File: config.mk
export PLATFORM = sky130hd
export DESIGN_NAME = fir_filter_saturating_12bit
export DESIGN_NICKNAME = d
export VERILOG_FILES = /design/src/rtl/firsat_pkg.sv /design/src/rtl/fir_filter_saturating_12bit.sv
export SDC_FILE = /design/constraint.sdc
export NUM_CORES = 2
export LEC_CHECK = 0
export ABC_AREA = 1
export BUFFER_PORTS_ARGS = -buffer_cell sky130_fd_sc_hd__buf_4
export CORE_ASPECT_RATIO = 1.5
export CORE_UTILIZATION = 35
export CTS_CLUSTER_SIZE = 25
export DETAILED_ROUTE_END_ITERATION = 8
export GPL_TIMING_DRIVEN = 0
export PLACE_DENSITY = 0.59
export SETUP_SLACK_MARGIN = 0.2
export SKIP_LAST_GASP = 1
export SLEW_MARGIN = 15
export SYNTH_ARGS = -nofsm -noshare
export SYNTH_HDL_FRONTEND = slang
export SYNTH_SLANG_ARGS = --single-unit
File: constraint.sdc
create_clock -name clk -period 12.8 [get_ports clk]
set_clock_uncertainty 0.2 [all_clocks]
set_input_delay 2.56 -clock clk [delete_from_list [all_inputs] [get_ports clk]]
set_output_delay 2.56 -clock clk [all_outputs]
set_load 0.01 [all_outputs]
File: src/rtl/firsat_pkg.sv
package firsat_pkg;

  // Filter length and field widths
  localparam int TAPS     = 32;
  localparam int SAMPLE_W = 12;
  localparam int COEF_W   = 16;
  localparam int IDX_W    = 5;
  localparam int Q_SHIFT  = 15;

  // Tap counter indexes the delay line and coefficient table directly
  localparam int CNT_W = (TAPS > 1) ? $clog2(TAPS) : 1;

  // Signed coefficient times zero-extended sample
  localparam int PROD_W = COEF_W + SAMPLE_W + 1;

  // Room for the sum over all taps
  localparam int ACC_W = PROD_W + CNT_W;

  localparam logic [SAMPLE_W-1:0] SAMPLE_MAX = {SAMPLE_W{1'b1}};

  // Request opcodes
  localparam logic OP_COEF   = 1'b0;
  localparam logic OP_SAMPLE = 1'b1;

endpackage

File: src/rtl/fir_filter_saturating_12bit.sv
// Direct-form FIR filter over unsigned 12-bit samples with signed Q1.15 taps.
// Input channel (in_valid / in_stall): a request with in_opcode = OP_COEF stores
// in_coef_value at tap in_tap_index and gives no result; indexes at or above
// the filter length are dropped. A request with in_opcode = OP_SAMPLE shifts
// in_sample_in into the delay line (cleared first when in_block_start is set)
// and produces one filtered sample on the output channel.
// Output channel (out_valid / out_stall): out_sample_out is the dot product of
// taps and delay line, floored by 2^15 and clamped to 0..4095.
// Timing: one shared multiplier is stepped over the taps, one tap per cycle,
// followed by a final add (ST_DRAIN) and a clamp step (ST_FIN). in_stall is
// high from acceptance of a sample request until the sequencer is idle again,
// so no new request is taken before that sample's result is registered.
// Coefficient requests are taken every cycle while idle.
// Stall: the output register holds its result while out_stall is high; the
// block keeps accepting requests meanwhile, but a following sample holds in its
// clamp cycle until the output register is free.
// Reset (rst_n low, synchronous): coefficient table and delay line are cleared
// to zero, the sequencer goes idle and out_valid drops.
module fir_filter_saturating_12bit
  import firsat_pkg::*;
(
  input  logic                     clk,
  input  logic                     rst_n,
  input  logic                     in_valid,
  output logic                     in_stall,
  input  logic                     in_opcode,
  input  logic [IDX_W-1:0]         in_tap_index,
  input  logic signed [COEF_W-1:0] in_coef_value,
  input  logic [SAMPLE_W-1:0]      in_sample_in,
  input  logic                     in_block_start,
  output logic                     out_valid,
  input  logic                     out_stall,
  output logic [SAMPLE_W-1:0]      out_sample_out
);

  // Sequencer states
  localparam logic [1:0] ST_IDLE  = 2'd0;
  localparam logic [1:0] ST_MAC   = 2'd1;
  localparam logic [1:0] ST_DRAIN = 2'd2;
  localparam logic [1:0] ST_FIN   = 2'd3;

  localparam logic [CNT_W-1:0] LAST_TAP = CNT_W'(TAPS - 1);

  logic [1:0]                state_r;
  logic [1:0]                state_nxt;
  logic [CNT_W-1:0]          cnt_r;
  logic [SAMPLE_W-1:0]       delay_r [TAPS];
  logic signed [COEF_W-1:0]  coef_r  [TAPS];
  logic signed [PROD_W-1:0]  prod_r;
  logic                      prod_vld_r;
  logic signed [ACC_W-1:0]   acc_r;
  logic                      out_valid_r;
  logic [SAMPLE_W-1:0]       out_data_r;

  logic                      in_accept;
  logic                      out_free;
  logic signed [PROD_W-1:0]  prod_nxt;
  logic [SAMPLE_W-1:0]       sat_val;
  logic                      acc_neg;
  logic                      acc_over;

  // Handshake
  assign in_stall  = (state_r != ST_IDLE);
  assign in_accept = in_valid && !in_stall;
  assign out_free  = !out_valid_r || !out_stall;
  assign out_valid      = out_valid_r;
  assign out_sample_out = out_data_r;

  // Shared multiplier: current tap times current delay entry
  assign prod_nxt = PROD_W'(coef_r[cnt_r] * $signed({1'b0, delay_r[cnt_r]}));

  // Floor by 2^15 then clamp to the sample range
  assign acc_neg  = acc_r[ACC_W-1];
  assign acc_over = |acc_r[ACC_W-2:Q_SHIFT+SAMPLE_W];
  always_comb begin
    if (acc_neg) begin
      sat_val = '0;
    end else if (acc_over) begin
      sat_val = SAMPLE_MAX;
    end else begin
      sat_val = acc_r[Q_SHIFT+SAMPLE_W-1:Q_SHIFT];
    end
  end

  // Next state
  always_comb begin
    state_nxt = state_r;
    case (state_r)
      ST_IDLE: begin
        if (in_accept && in_opcode == OP_SAMPLE) begin
          state_nxt = ST_MAC;
        end
      end
      ST_MAC: begin
        if (cnt_r == LAST_TAP) begin
          state_nxt = ST_DRAIN;
        end
      end
      ST_DRAIN: state_nxt = ST_FIN;
      ST_FIN: begin
        if (out_free) begin
          state_nxt = ST_IDLE;
        end
      end
      default: state_nxt = ST_IDLE;
    endcase
  end

  // Control registers
  always_ff @(posedge clk) begin
    if (!rst_n) begin
      state_r     <= ST_IDLE;
      cnt_r       <= '0;
      prod_vld_r  <= 1'b0;
      out_valid_r <= 1'b0;
    end else begin
      state_r    <= state_nxt;
      prod_vld_r <= (state_r == ST_MAC);
      if (state_r == ST_MAC) begin
        cnt_r <= cnt_r + CNT_W'(1);
      end else begin
        cnt_r <= '0;
      end
      if (state_r == ST_FIN && out_free) begin
        out_valid_r <= 1'b1;
      end else if (!out_stall) begin
        out_valid_r <= 1'b0;
      end
    end
  end

  // Coefficient table and delay line
  always_ff @(posedge clk) begin
    if (!rst_n) begin
      for (int k = 0; k < TAPS; k++) begin
        coef_r[k]  <= '0;
        delay_r[k] <= '0;
      end
    end else if (in_accept) begin
      if (in_opcode == OP_COEF) begin
        if ({{(32-IDX_W){1'b0}}, in_tap_index} < 32'(TAPS)) begin
          coef_r[CNT_W'(in_tap_index)] <= in_coef_value;
        end
      end else begin
        delay_r[0] <= in_sample_in;
        for (int k = 1; k < TAPS; k++) begin
          delay_r[k] <= in_block_start ? '0 : delay_r[k-1];
        end
      end
    end
  end

  // Multiply-accumulate datapath
  always_ff @(posedge clk) begin
    prod_r <= prod_nxt;
    if (state_r == ST_IDLE) begin
      acc_r <= '0;
    end else if (prod_vld_r) begin
      acc_r <= acc_r + ACC_W'(prod_r);
    end
  end

  // Output register
  always_ff @(posedge clk) begin
    if (state_r == ST_FIN && out_free) begin
      out_data_r <= sat_val;
    end
  end

endmodule
---- Yosys cells after proc, flatten, opt, wreduce, memory -nomap -nowiden ----
Memories as Yosys holds them, arrays and structs flattened. A register that Yosys moved wholly into a read port is not among the register bits.
Index checks and enable logic that the tools add are counted.
word-level totals
  register bits ........................... 84
  bits in writable memories ............... 896
  bits of input ports ..................... 39
  memories ................................ 2
operators by class
  add/sub/neg operators ................... 2
  multiply operators ...................... 1
  equality and inequality tests ........... 8
  mux-type cells .......................... 84
  bitwise gates (word level) .............. 32
  reduce and logical (&&, ||, !) cells .... 13
memories
  name     depth  width  read ports  clocked after Yosys merged registers in  write ports  line                               text
  coef_r   32     16     1           1                                        32           fir_filter_saturating_12bit.sv:48  logic signed [COEF_W-1:0] coef_r [TAPS];
  delay_r  32     12     32          1                                        32           fir_filter_saturating_12bit.sv:47  logic [SAMPLE_W-1:0] delay_r [TAPS];
operator list
  cell                 count
  $mux 12              64
  $add 34x29->34       1
  $or 1x1->1           32
  $mul 16x13->29       1
  $mux 16              1
  $reduce_or 16->1     1
  $mux 5               3
  $mux 1               12
  $pmux 2 s4           1
  $mux 2               3
  $ne 2x2->1 const B   3
  $reduce_or 6->1      1
  $add 5x1->5 const B  1
  $eq 5x5->1 const B   1
  $eq 2x2->1 const B   2
  $logic_and 1x1->1    3
  $logic_not 1->1      3
  $reduce_and 3->1     1
  $eq 2x1->1 const B   1
  $logic_not 2->1      1
  $ne 2x1->1 const B   1
  $reduce_and 2->1     1
  $reduce_bool 2->1    1
  $logic_or 1x1->1     1

---- Logic depth before layout (Yosys ltp) ----
  word-level depth ........................ 8
  gate-level depth with buffers ........... 35
  gate-level depth less buffers ........... 32

---- Least setup slack after synthesis ----
Ideal clock, no wire load.
  kind .................................... input to register
  start point ............................. in rst_n
  end point ............................... mem delay_r[0][0], enable pin
  library setup time ...................... 2800 ps
  data arrival time ....................... 9058 ps
  required time ........................... 9800 ps
  setup slack ............................. 742 ps
  stages .................................. 2
  path buffers ............................ 1
  cells stage by stage .................... clkbuf_1 nand2_1
RTL lines
  element          line                               text
  start, declared  fir_filter_saturating_12bit.sv:23  input logic rst_n,
  end, declared    fir_filter_saturating_12bit.sv:47

==> metrics.txt <==
M3 GR Usage=6.34%; total CTS buffers=100; largest family of logic cells by synthesized area=simple AND/OR/NAND/NOR gates; Die Span Y=478 um; most frequent cell after synthesis=nor2_1; Total GRT Usage=between 20 and 30%; synth top area cells=edfxtp_1 52%, nor2_1 10%, fa_1 6.8%; CTS tree=done; XOR/XNOR share of the synthesized area=0.745%; Post-CTS Resized=0; Worst IR Drop VDD=0.399 mV; antenna violations before repair=18; Post-Synth Simple-Gate Area=approximately 16%; Yosys Warn Count=0; Final ANT Viol Nets=0; Critical Path AT=8980 ps; Placement Setup Slack=4540 ps; Post-CTS Setup Bufs=0; met2 Resource Use GR=46.3%; number of global-route vias before repair=42300; Placer Congestion=0.994; register-to-register setup slack=4230 ps; reg2reg end=prod_r[27]$_DFF_P_; Setup WS post-layout=4230 ps; Detailed Place HPWL=154 mm; CTS Buffer Depth=3; crit path capture=prod_r[27]$_DFF_P_; Rows=174; placed cells=7612; # DRC=0; area share of the leading cell type in the synthesized netlist=between 50% and 60%; Clock Latency Late Sink=~760 ps; multiplexer area fraction after synthesis=0%; Leakage=24.4 nW; Initial DRC Count=6133; largest net degree at the start of global routing=between 60 and 70; crit path cell chain=clkbuf_1, buf_1, nand3_1, a31oi_1, nor2_2, nand2_2, inv_2, fa_1, inv_1, fa_1, inv_1, fa_1, fa_1, fa_1, ha_1, inv_1, nor3_1, nor3b_1, nand3_1, nand3_1, xor2_1; Hold-fix buffers, CTS=0; Core Area=150000 um^2; drt wl/cell=27.7 um; Vias/cell=between 5 and 6; post-synth top area cell=edfxtp_1; Ports=53; final setup vio count=0; Crit Path Category=flip-flop to flip-flop; max-cap viol count=0; Clk pin slew, worst setup/hold paths=60 ps; Register-to-Register Path Depth=21; Worst path max stage delay=roughly 980 ps; Synth cell types=46; Final Hold Vio Count=0; Via Count=approximately 44000; Post-synth EDFFs=908; TritonRoute pass-1 iters=6; Mapped Cells=5617; Post-Route WL=216 mm; grt total ovfl=0; slew at the pin closest to its max-slew limit=1470 ps; Syn Area/Cell=9.41 um^2; most frequent cells after synthesis=1414 x nor2_1, 908 x edfxtp_1, 802 x inv_1; Initial Utilization=35.3%; Clock Root Buffer=clkbuf_16; fin nets=6105; cell area after synthesis=52900 um^2; primary flip-flop cell chosen by synthesis mapping=edfxtp_1; Final period util=67.0%; P per Cell Area=between 200 and 300 nW/um^2; Die W=319 um; Worst setup startpoint=cnt_r[2]$_SDFF_PN0_; Max Clk Rate=117 MHz; worst-path fanout max=10; Synth Area in Compound Gates=10.2%; Final Hold Slack=317 ps; status=completed; CTS sink cnt=980; Port Buffers=52; area grow syn2layout=11.7%; critical path's slowest cell=buf_1; Worst Path Required=13210 ps; fin cells=7808; Synthesized Nets=5942; RSZ-0062 raised after global routing=false; final setup TNS=0 ps; #FFs+latches synth=980; Async S/R FF share, synth=0%; Worst Setup End Kind=flip-flop; Post-Synth Adder-Cell Area=9.31%; Die Area=153000 um^2; first-pass GRT wire length=302 mm; final core occ=39.4%; minimum clock period=around 8600 ps; global route hottest layer=met2; Hold WC Path Type=flip-flop to flip-flop; part of the Yosys area used for sequential elements=a little over half; Final Max Slew Viols=0; CP Launch Type=flip-flop; H-tree level count=3; GR Util met1=29.5%; layout cell share with drive strength beyond 1=8.23%; most used cell, CP=fa_1; Slew HR=about 2.0%; Reg2Reg Launch Point=cnt_r[2]$_SDFF_PN0_
-- placed cells by master (no fill, tap or decap), drive strengths merged, types with 107 or more instances in the layout --
cell    synthesis  routed
ha            107     107
nor2         1431    1431
fa            179     179
nand2         528     528
edfxtp        908     908
a21oi         248     248
o21ai         521     521
clkbuf        160     303
inv           823     829
buf           177     237
nand3         158     158
-- state kept, by name (all words and copies together), names as in the netlist --
signal          count
delay_r           384
out_valid           1
prod_vld_r          1
coef_r            512
acc_r              34
state_r             2
prod_r             29
out_sample_out     12
cnt_r               5
-- cell families (layout without fill, tap and decap cells) --
| group | count (synthesis) | after routing |
|---|---|---|
| other cells | 0 | 14 |
| xor+xnor | 45 | 45 |
| fa+ha+maj | 286 | 286 |
| flops | 980 | 980 |
| compound gates | 976 | 976 |
| buf+inv | 1160 | 1401 |
| simple gates | 2170 | 2170 |
-- critical path: cells and delay by family (launching register included) --
family	cells	cell delay, ps
compound gates	1	900
xor+xnor	1	260
fa+ha+maj	6	2910
buf+inv	6	2080
flops	1	420
simple gates	7	1670
-- metrics by stage --
| step | cell area, um^2 | power, mW |
|---|---|---|
| 2_1_floorplan | 52900 | 10.1 |
| 3_3_place_gp | 55700 | 12.7 |
| 3_5_place_dp | 55900 | 12.8 |
| 4_1_cts | 59000 | 15.6 |
| 5_1_grt | 59000 | 16.8 |
| 6_report | 59000 | 15.7 |
-- per-layer routing --
metal,wire length (um),share of wire (%)
met2,101000,47
met5,56,0.026
met1,69500,32
met3,21900,10
met4,23400,11
-- where the power goes --
group          internal (mW)  leakage, nW  switching, mW
registers               3.93         10.0          0.159
logic                   2.91         12.9           5.80
clock network           1.56         1.50           1.35
total                   8.39         24.4           7.30
-- layout make-up --
cell class / instances / area (um^2)
Buffer: 337 / 1740
Clock buffer: 142 / 2730
Fill cell: 14900 / 91000
Tap cell: 1936 / 2420
Multi-Input combinational cell: 3477 / 19400
Timing Repair Buffer: 61 / 591
Sequential cell: 980 / 28700
Inverter: 823 / 3090
Clock inverter: 38 / 355
Antenna cell: 14 / 35.0
-- worst min-delay path by stage --
stage	from	endpoint	slack [ps]	depth (start not counted)
final	acc_r[0]$_SDFFE_PN0P_	acc_r[0]$_SDFFE_PN0P_	320	2
after global routing	acc_r[0]$_SDFFE_PN0P_	acc_r[0]$_SDFFE_PN0P_	370	2
after CTS	acc_r[0]$_SDFFE_PN0P_	acc_r[0]$_SDFFE_PN0P_	320	2
after detailed placement	acc_r[0]$_SDFFE_PN0P_	acc_r[0]$_SDFFE_PN0P_	300	2
after global placement	acc_r[0]$_SDFFE_PN0P_	acc_r[0]$_SDFFE_PN0P_	290	2
after floorplan	acc_r[0]$_SDFFE_PN0P_	acc_r[0]$_SDFFE_PN0P_	270	2
Power figures use the tool's default switching activity.
